<file path="src/hw/rtl/mcrt_pkg.sv">
// Types, constants and operation codes of the rate timer
package mcrt_pkg;

   localparam int NUM_CHANNELS = 4;
   localparam int MAX_RATE     = 1024;
   localparam int MIN_RATE     = 2;
   localparam int CNT_W        = $clog2(MAX_RATE + 1);
   localparam int OPEN_RATE_SHIFT = 1;   // open selects 2 Hz
   localparam logic [7:0] ONESHOT_TICKS_RESET = 8'd10;

   typedef enum logic [2:0] {
      OP_TICK     = 3'd0,
      OP_OPEN     = 3'd1,
      OP_CLOSE    = 3'd2,
      OP_SET_RATE = 3'd3,
      OP_READ     = 3'd4,
      OP_OS_START = 3'd5,
      OP_OS_POLL  = 3'd6,
      OP_NOP      = 3'd7
   } op_type;

   typedef struct packed {
      logic [2:0]  op;
      logic [1:0]  channel;
      logic [15:0] rate_value;
   } req_item_type;

   typedef struct packed {
      logic status;
      logic fired;
   } rsp_item_type;

   typedef struct packed {
      logic             tick;
      logic             open;
      logic             close;
      logic             set_rate;   // only when the rate passed its check
      logic             read;
      logic [1:0]       channel;
      logic [CNT_W-1:0] reload;
   } chan_cmd_type;

   typedef struct packed {
      logic       tick;
      logic       start;
      logic       poll;
      logic [7:0] ticks;
   } os_cmd_type;

endpackage

</file>
<file path="src/hw/rtl/mcrt_chan.sv">
// Bank of periodic timer channels: enable, reload, down-counter, pending flag
module mcrt_chan import mcrt_pkg::*; (
   input  logic         clock,
   input  logic         reset,
   input  chan_cmd_type cmd,
   output logic         fired
);

   logic             enable_ff  [NUM_CHANNELS];
   logic             enable_in  [NUM_CHANNELS];
   logic [CNT_W-1:0] reload_ff  [NUM_CHANNELS];
   logic [CNT_W-1:0] reload_in  [NUM_CHANNELS];
   logic [CNT_W-1:0] count_ff   [NUM_CHANNELS];
   logic [CNT_W-1:0] count_in   [NUM_CHANNELS];
   logic             pending_ff [NUM_CHANNELS];
   logic             pending_in [NUM_CHANNELS];

   always_comb begin
      logic sel;
      fired = 1'b0;
      for (int i = 0; i < NUM_CHANNELS; i++) begin
         sel = (int'(cmd.channel) == i);
         enable_in[i]  = enable_ff[i];
         reload_in[i]  = reload_ff[i];
         count_in[i]   = count_ff[i];
         pending_in[i] = pending_ff[i];
         if (cmd.tick && enable_ff[i]) begin
            if (count_ff[i] <= CNT_W'(1)) begin
               pending_in[i] = 1'b1;
               count_in[i]   = reload_ff[i];
            end else begin
               count_in[i] = count_ff[i] - CNT_W'(1);
            end
         end
         if (sel) begin
            if (cmd.open) begin
               reload_in[i]  = CNT_W'(MAX_RATE >> OPEN_RATE_SHIFT);
               count_in[i]   = CNT_W'(MAX_RATE >> OPEN_RATE_SHIFT);
               pending_in[i] = 1'b0;
               enable_in[i]  = 1'b1;
            end
            if (cmd.close) begin
               enable_in[i] = 1'b0;
            end
            if (cmd.set_rate) begin
               reload_in[i] = cmd.reload;
               count_in[i]  = cmd.reload;
            end
            if (cmd.read && pending_ff[i]) begin
               fired         = 1'b1;
               pending_in[i] = 1'b0;
            end
         end
      end
   end

   always_ff @(posedge clock) begin
      for (int i = 0; i < NUM_CHANNELS; i++) begin
         if (reset) begin
            enable_ff[i]  <= 1'b0;
            reload_ff[i]  <= '0;
            count_ff[i]   <= '0;
            pending_ff[i] <= 1'b0;
         end else begin
            enable_ff[i]  <= enable_in[i];
            reload_ff[i]  <= reload_in[i];
            count_ff[i]   <= count_in[i];
            pending_ff[i] <= pending_in[i];
         end
      end
   end

endmodule

</file>
<file path="src/hw/rtl/mcrt_oneshot.sv">
// One-shot timer: saturating down-counter with pending flag
module mcrt_oneshot import mcrt_pkg::*; (
   input  logic       clock,
   input  logic       reset,
   input  os_cmd_type cmd,
   output logic       fired
);

   logic       enable_ff;
   logic       enable_in;
   logic [7:0] count_ff;
   logic [7:0] count_in;
   logic       pending_ff;
   logic       pending_in;

   always_comb begin
      enable_in  = enable_ff;
      count_in   = count_ff;
      pending_in = pending_ff;
      fired      = 1'b0;
      if (cmd.tick && enable_ff) begin
         if (count_ff != 8'd0) begin
            count_in = count_ff - 8'd1;
         end
         if (count_ff <= 8'd1) begin
            pending_in = 1'b1;
         end
      end
      if (cmd.start) begin
         enable_in  = 1'b1;
         pending_in = 1'b0;
         count_in   = cmd.ticks;
      end
      if (cmd.poll && pending_ff) begin
         fired      = 1'b1;
         pending_in = 1'b0;
         enable_in  = 1'b0;
      end
   end

   always_ff @(posedge clock) begin
      if (reset) begin
         enable_ff  <= 1'b0;
         count_ff   <= 8'd0;
         pending_ff <= 1'b0;
      end else begin
         enable_ff  <= enable_in;
         count_ff   <= count_in;
         pending_ff <= pending_in;
      end
   end

endmodule

</file>
<file path="src/hw/rtl/multi_channel_rate_timer_top.sv">
// Multi-channel rate timer: periodic channels and a one-shot on a common base tick
//
// Command channel: an item (op, channel, rate_value) is taken at a clock edge
// with start high and busy low. busy stays low, so an item may be issued in
// every cycle.
// Result channel: each item gives exactly one result (status, fired) shown on
// rsp_item for one cycle with rsp_valid high. rsp_valid rises at the edge after
// the one that took the item; the receiver takes the result while it is high.
// The receiver cannot hold results off.
// Throughput is one item per cycle: the item is registered, then decoded and
// applied to the channel and one-shot registers at the same edge at which the
// result register is loaded.
// Config port: csr_data loads the one-shot tick count at an edge with
// csr_valid and csr_ready; csr_ready is always high.
// Reset (synchronous, active high) disables all channels and the one-shot,
// clears all counts and flags, sets the one-shot tick count to 10 and drops
// any item in flight.
module multi_channel_rate_timer_top import mcrt_pkg::*; (
   input  logic         clock,
   input  logic         reset,
   input  logic         start,
   output logic         busy,
   input  req_item_type req_item,
   output logic         rsp_valid,
   output rsp_item_type rsp_item,
   input  logic         csr_valid,
   output logic         csr_ready,
   input  logic [7:0]   csr_data
);

   req_item_type req_ff;
   logic         req_valid_ff;
   rsp_item_type rsp_ff;
   rsp_item_type rsp_in;
   logic         rsp_valid_ff;
   logic [7:0]   oneshot_ticks_ff;

   chan_cmd_type chan_cmd;
   os_cmd_type   os_cmd;
   logic         chan_fired;
   logic         os_fired;
   logic         rate_ok;
   logic [3:0]   rate_shift;
   logic [15:0]  rate;

   assign busy      = 1'b0;
   assign csr_ready = 1'b1;
   assign rsp_valid = rsp_valid_ff;
   assign rsp_item  = rsp_ff;

   // rate check: power of two inside MIN_RATE..MAX_RATE
   assign rate    = req_ff.rate_value;
   assign rate_ok = (rate >= 16'(MIN_RATE)) && (rate <= 16'(MAX_RATE)) &&
                    ((rate & (rate - 16'd1)) == 16'd0);

   always_comb begin
      rate_shift = 4'd0;
      for (int j = 0; j < 16; j++) begin
         if (rate[j]) begin
            rate_shift = 4'(j);
         end
      end
   end

   always_comb begin
      logic go;
      go = req_valid_ff;
      chan_cmd.tick     = go && (req_ff.op == OP_TICK);
      chan_cmd.open     = go && (req_ff.op == OP_OPEN);
      chan_cmd.close    = go && (req_ff.op == OP_CLOSE);
      chan_cmd.set_rate = go && (req_ff.op == OP_SET_RATE) && rate_ok;
      chan_cmd.read     = go && (req_ff.op == OP_READ);
      chan_cmd.channel  = req_ff.channel;
      chan_cmd.reload   = CNT_W'(MAX_RATE >> rate_shift);
      os_cmd.tick  = go && (req_ff.op == OP_TICK);
      os_cmd.start = go && (req_ff.op == OP_OS_START);
      os_cmd.poll  = go && (req_ff.op == OP_OS_POLL);
      os_cmd.ticks = oneshot_ticks_ff;
      rsp_in.status = (req_ff.op == OP_SET_RATE) && !rate_ok;
      rsp_in.fired  = chan_fired || os_fired;
   end

   mcrt_chan u_chan (
      .clock (clock),
      .reset (reset),
      .cmd   (chan_cmd),
      .fired (chan_fired)
   );

   mcrt_oneshot u_oneshot (
      .clock (clock),
      .reset (reset),
      .cmd   (os_cmd),
      .fired (os_fired)
   );

   always_ff @(posedge clock) begin
      req_ff <= req_item;
      rsp_ff <= rsp_in;
      if (reset) begin
         req_valid_ff     <= 1'b0;
         rsp_valid_ff     <= 1'b0;
         oneshot_ticks_ff <= ONESHOT_TICKS_RESET;
      end else begin
         req_valid_ff <= start && !busy;
         rsp_valid_ff <= req_valid_ff;
         if (csr_valid && csr_ready) begin
            oneshot_ticks_ff <= csr_data;
         end
      end
   end

endmodule

</file>
<file path="config.mk">
export PLATFORM = sky130hd
export DESIGN_NAME = multi_channel_rate_timer_top
export DESIGN_NICKNAME = d
export VERILOG_FILES = /design/src/hw/rtl/mcrt_pkg.sv /design/src/hw/rtl/mcrt_chan.sv /design/src/hw/rtl/mcrt_oneshot.sv /design/src/hw/rtl/multi_channel_rate_timer_top.sv
export SDC_FILE = /design/constraint.sdc
export NUM_CORES = 1
export LEC_CHECK = 0
export ABC_CLOCK_PERIOD_IN_PS = 3250
export BUFFER_PORTS_ARGS = -buffer_cell sky130_fd_sc_hd__buf_2
export CELL_PAD_IN_SITES_DETAIL_PLACEMENT = 1
export CELL_PAD_IN_SITES_GLOBAL_PLACEMENT = 1
export CORE_MARGIN = 2
export CORE_UTILIZATION = 33
export DETAILED_ROUTE_END_ITERATION = 10
export PLACE_DENSITY = 0.68
export SLEW_MARGIN = 5
export SYNTH_ARGS = -nofsm -noshare
export SYNTH_HDL_FRONTEND = slang
export SYNTH_HIERARCHICAL = 1
export SYNTH_SLANG_ARGS = --single-unit
</file>
<file path="constraint.sdc">
create_clock -name clock -period 3.25 [get_ports clock]
set_input_delay 0.4875 -clock clock [delete_from_list [all_inputs] [get_ports clock]]
set_output_delay 0.4875 -clock clock [all_outputs]
set_load 0.05 [all_outputs]
</file>
==> results.txt <==
----------------------------------------------------
[Yosys]
  Cell type with the highest aggregate area in the netlist ... sky130_fd_sc_hd__dfxtp_1
  Multiplexer share of the synthesized area ... 0.0280
  Post-synthesis cell type count ... 87
  Xor-xnor portion of the synthesized cell area ... 0.0125
  Flip-flop cell with the highest count after synthesis ... sky130_fd_sc_hd__dfxtp_1
  Post-Synth Adder-Cell Area ... 0.0178
  Main combinational cell family by area after synthesis ... simple AND/OR/NAND/NOR gates
  Number of enable flip-flop cells after synthesis ... 0
  Synth Warn # ... 6
  Mean Syn Cell Area ... 8.42 um^2
  Leading post-synthesis cells by cell area ... sky130_fd_sc_hd__dfxtp_1 40%, sky130_fd_sc_hd__nor2_1 6.7%, sky130_fd_sc_hd__a21oi_1 4.3%, sky130_fd_sc_hd__nor3_1 2.9%, sky130_fd_sc_hd__nand2_1 2.2%
  Share of the synthesized area in compound gates (AO/OA/AOI/OAI) ... 0.249
  Async set-reset flop share out of synthesis ... 0
  Sequential area share after synthesis ... 0.397
  Count of mapped cells out of synthesis ... 833
  Post-Synthesis Cell Area ... approximately 0.007 mm^2
  Synthesized netlist net count ... 876
  Simple-Gate Fraction of Synth Area ... 0.253
  Number of synthesized register bits ... approximately 140
  Top cell type's share of synthesized area ... 0.397

[Clock network]
  Number of gates resized after cts ... 0
  Clock Tree Buf Depth ... 2
  # H-tree levels ... 4
  Clock tree from TritonCTS ... done
  Clk sinks ... 139
  Library cell used as clock root buffer ... sky130_fd_sc_hd__clkbuf_16
  Number of buffers inserted to repair setup after CTS ... 0
  Clock network latency to the later pin of the worst-skew pair ... 0.43 ns
  Number of buffers inserted for hold repair after clock tree synthesis ... 0
  Clock edge transition at the registers on the reported setup and hold paths ... 0.06 ns
  CTS buffer count ... 17

[Power and ir drop]
  Sum of internal, switching and leakage power ... between 3 and 4 mW
  Maximum vdd ir drop ... 0.407 mV
  Leak pwr ... 2.83 nW
  Total power density per cell area ... 473 mW/mm^2

[STA]
  Final-report hold violation count ... 0
  Final cycle utilization of the critical path ... 0.929
  Total Neg Setup Slack ... 0 ns
  Total setup violations reported at the end of the flow ... 0
  Maximum achievable frequency ... between 300 and 400 MHz
  Shortest period the worst path allows ... 3.02 ns
  Setup Skew ... 0.0139 ns
  Worst Max-Slew Pin Slew ... between 0.8 and 0.9 ns
  RSZ-0062 raised after global routing ... false
  Tightest slew margin relative to the limit ... 0.454
  Number of pins with negative max-slew slack in the final report ... 0

[Detailed routing]
  Starting DRT DRC Count ... around 360
  Number of optimization iterations in the first detailed-route pass ... 4
  Average wire per cell in the routed design ... 18.5 um
  Wirelength, routed ... between 20000 and 25000 um
  Final antenna-violating net count ... 0
  Number of DRC violations after detailed routing ... 0
  Post-DR vias/cell ... 5.61
  Vias after detailed routing ... ~6500

[Worst setup path]
  Cell with the most instances on the worst path ... sky130_fd_sc_hd__nor2_1
  Capturing element type of the critical path ... flop
  Biggest cell delay along the critical path ... 0.57 ns
  WP data required ... 3.59 ns
  Largest fanout on the critical path ... 28
  Setup Crit Path Kind ... reg -> reg
  CP max-delay cell ... sky130_fd_sc_hd__or4_4
  Crit path arrival time ... about 3.4 ns
  Type of origin of the critical path ... flop
  Cell Chain, Critical Path ... or4_4 -> o31a_1 -> a311oi_2 -> o211ai_1 -> nor3_2 -> buf_12 -> nor2_1 -> nor2_1 -> buf_4 -> a21oi_1 -> a221oi_1

[Floorplan]
  Vertical extent of the die ... 150 um
  Area of the placeable core ... between 0.02 and 0.025 mm^2
  Die footprint ... 0.0224 mm^2
  Horiz. Die Dim ... 150 um
  Total I/O pin count ... 38
  Num rows ... 53
  Starting density of the core ... 0.335

[Finish]
  Finished Core Util ... 0.388
  Area Overhead vs Synth ... 15.8%
  Final Non-Filler Cells ... between 1000 and 1500
  Fillers ... approximately 2500
  Most common cell after layout, fill and taps aside ... sky130_fd_sc_hd__dfxtp_1
  Proportion of layout cells with a drive suffix above 1 ... 0.149
  N_diodes ... 0
  Most frequent cells in the layout ... 139 x sky130_fd_sc_hd__dfxtp_1, 125 x sky130_fd_sc_hd__nor2_1, 60 x sky130_fd_sc_hd__a21oi_1, 42 x sky130_fd_sc_hd__nand2_1, 40 x sky130_fd_sc_hd__nor3_1
  Number of nets in the finished design ... 910

[GRT]
  Largest net degree at the start of global routing ... 50
  Number of global-route vias before repair ... 6470
  Global router's overall resource usage ... 0.199
  Global-route wire length before repair ... 34900 um
  Number of antenna violations at the first check in global routing ... 1
  Total global routing overflow ... 0

[Worst hold path]
  Hold Crit Class ... in -> reg

[Placed design]
  Weighted congestion at the end of routability-driven global placement ... 0.823
  Post-DP HPWL ... about 15000 um
  Total of buffers placed on input and output ports ... 35
  Instance count after placement with tap cells included ... ~1100

[Job]
  Max capacitance violation total ... 0

[Status]
  Outcome ... finished, final reports clean

----------------------------------------------------
## state kept, by name (all words and copies together) (netlist names)
| signal | count |
|---|---|
| u_chan/pending_ff | 4 |
| u_chan/enable_ff | 4 |
| chan_cmd | 2 |
| rsp_item | 2 |
| rate | 16 |
| u_chan/reload_ff | 44 |
| req_ff | 3 |
| u_oneshot/enable_ff | 1 |
| req_valid_ff | 1 |
| oneshot_ticks_ff | 8 |
| u_oneshot/count_ff | 8 |
| u_chan/count_ff | 44 |
| rsp_valid | 1 |
| u_oneshot/pending_ff | 1 |
## cells in the mapped netlist, types with 7 or more instances
| cell type | instances |
|---|---|
| sky130_fd_sc_hd__a211oi_1 | 14 |
| sky130_fd_sc_hd__a21oi_1 | 60 |
| sky130_fd_sc_hd__a221oi_1 | 10 |
| sky130_fd_sc_hd__a22oi_1 | 14 |
| sky130_fd_sc_hd__a2bb2oi_1 | 10 |
| sky130_fd_sc_hd__a31oi_1 | 10 |
| sky130_fd_sc_hd__and2_1 | 10 |
| sky130_fd_sc_hd__and3_1 | 7 |
| sky130_fd_sc_hd__buf_1 | 7 |
| sky130_fd_sc_hd__buf_2 | 8 |
| sky130_fd_sc_hd__clkbuf_1 | 26 |
| sky130_fd_sc_hd__dfxtp_1 | 139 |
| sky130_fd_sc_hd__ha_1 | 10 |
| sky130_fd_sc_hd__inv_1 | 26 |
| sky130_fd_sc_hd__mux2i_1 | 14 |
| sky130_fd_sc_hd__nand2_1 | 42 |
| sky130_fd_sc_hd__nand2b_1 | 11 |
| sky130_fd_sc_hd__nand3_1 | 26 |
| sky130_fd_sc_hd__nand4_1 | 11 |
| sky130_fd_sc_hd__nor2_1 | 125 |
| sky130_fd_sc_hd__nor2b_1 | 12 |
| sky130_fd_sc_hd__nor3_1 | 41 |
| sky130_fd_sc_hd__nor4_1 | 13 |
| sky130_fd_sc_hd__o211ai_1 | 9 |
| sky130_fd_sc_hd__o21ai_0 | 26 |
| sky130_fd_sc_hd__o22ai_1 | 14 |
| sky130_fd_sc_hd__xnor2_1 | 7 |
## path summary, 6_finish.rpt
kind         cells after the start                          endpoint                from  slack, ns
max reg2reg                     11  u_chan/count_ff[3][9]$_SDFF_PP0_     rate[7]$_DFF_P_       0.23
min reg2reg                      1               rsp_item[1]$_DFF_P_  req_ff[20]$_DFF_P_       0.45
max                             11  u_chan/count_ff[3][9]$_SDFF_PP0_     rate[7]$_DFF_P_       0.23
min                              1              chan_cmd[11]$_DFF_P_        req_item[16]       0.15
## critical path: cells and delay by family (launching register included)
family | cells | cell delay, ns
AOI/OAI and AO/OA | 5 | 0.96
buffers and inverters | 2 | 0.38
DFF | 1 | 0.37
and+or+nand+nor | 4 | 1.20
## final cells by class
cell class / count / area [um^2] / share of cell area
clock buffer: 18 / 439 / 0.0541
clock inverter: 14 / 135 / 0.0166
inverter: 26 / 97.6 / 0.0120
multi-input combinational: 623 / 3940 / 0.486
sequential: 139 / 2780 / 0.343
tap: 275 / 344 / 0.0424
timing repair buffer: 60 / 378 / 0.0465
## stage by stage
| stage | hold WS [ns] | setup slack [ns] | area (um^2) |
|---|---|---|---|
| floorplan | 0.411 | 0.321 | 7010 |
| global placement | 0.432 | 0.323 | 7550 |
| detailed placement | 0.432 | 0.257 | 7550 |
| CTS | 0.132 | 0.230 | 8120 |
| global route | 0.138 | 0.0180 | 8120 |
| finish | 0.151 | 0.230 | 8120 |
## kinds of logic after synthesis
| group | Yosys count |
|---|---|
| AO/OA/AOI/OAI | 241 |
| XOR/XNOR | 10 |
| adder cells (fa/ha/maj) | 10 |
| buffers and inverters | 71 |
| flip-flops | 139 |
| multiplexers | 18 |
| other | 2 |
| AND/OR/NAND/NOR | 342 |
## report_power, final
part	switching (mW)	internal [mW]	total, mW
combinational	0.112	0.0667	0.179
sequential	0.0318	1.73	1.76
clock	0.816	1.09	1.90
total	0.960	2.88	3.84
## per-layer routing
layer | track usage | vias up | routed length, um
li1 | - | 3169 | -
met1 | 0.266 | 3163 | 10300
met2 | 0.324 | 110 | 9940
met3 | 0.0354 | 36 | 671
met4 | 0.0717 | 2 | 481
met5 | 0 | - | 10
No activity file was read; power rests on OpenSTA's default activity.
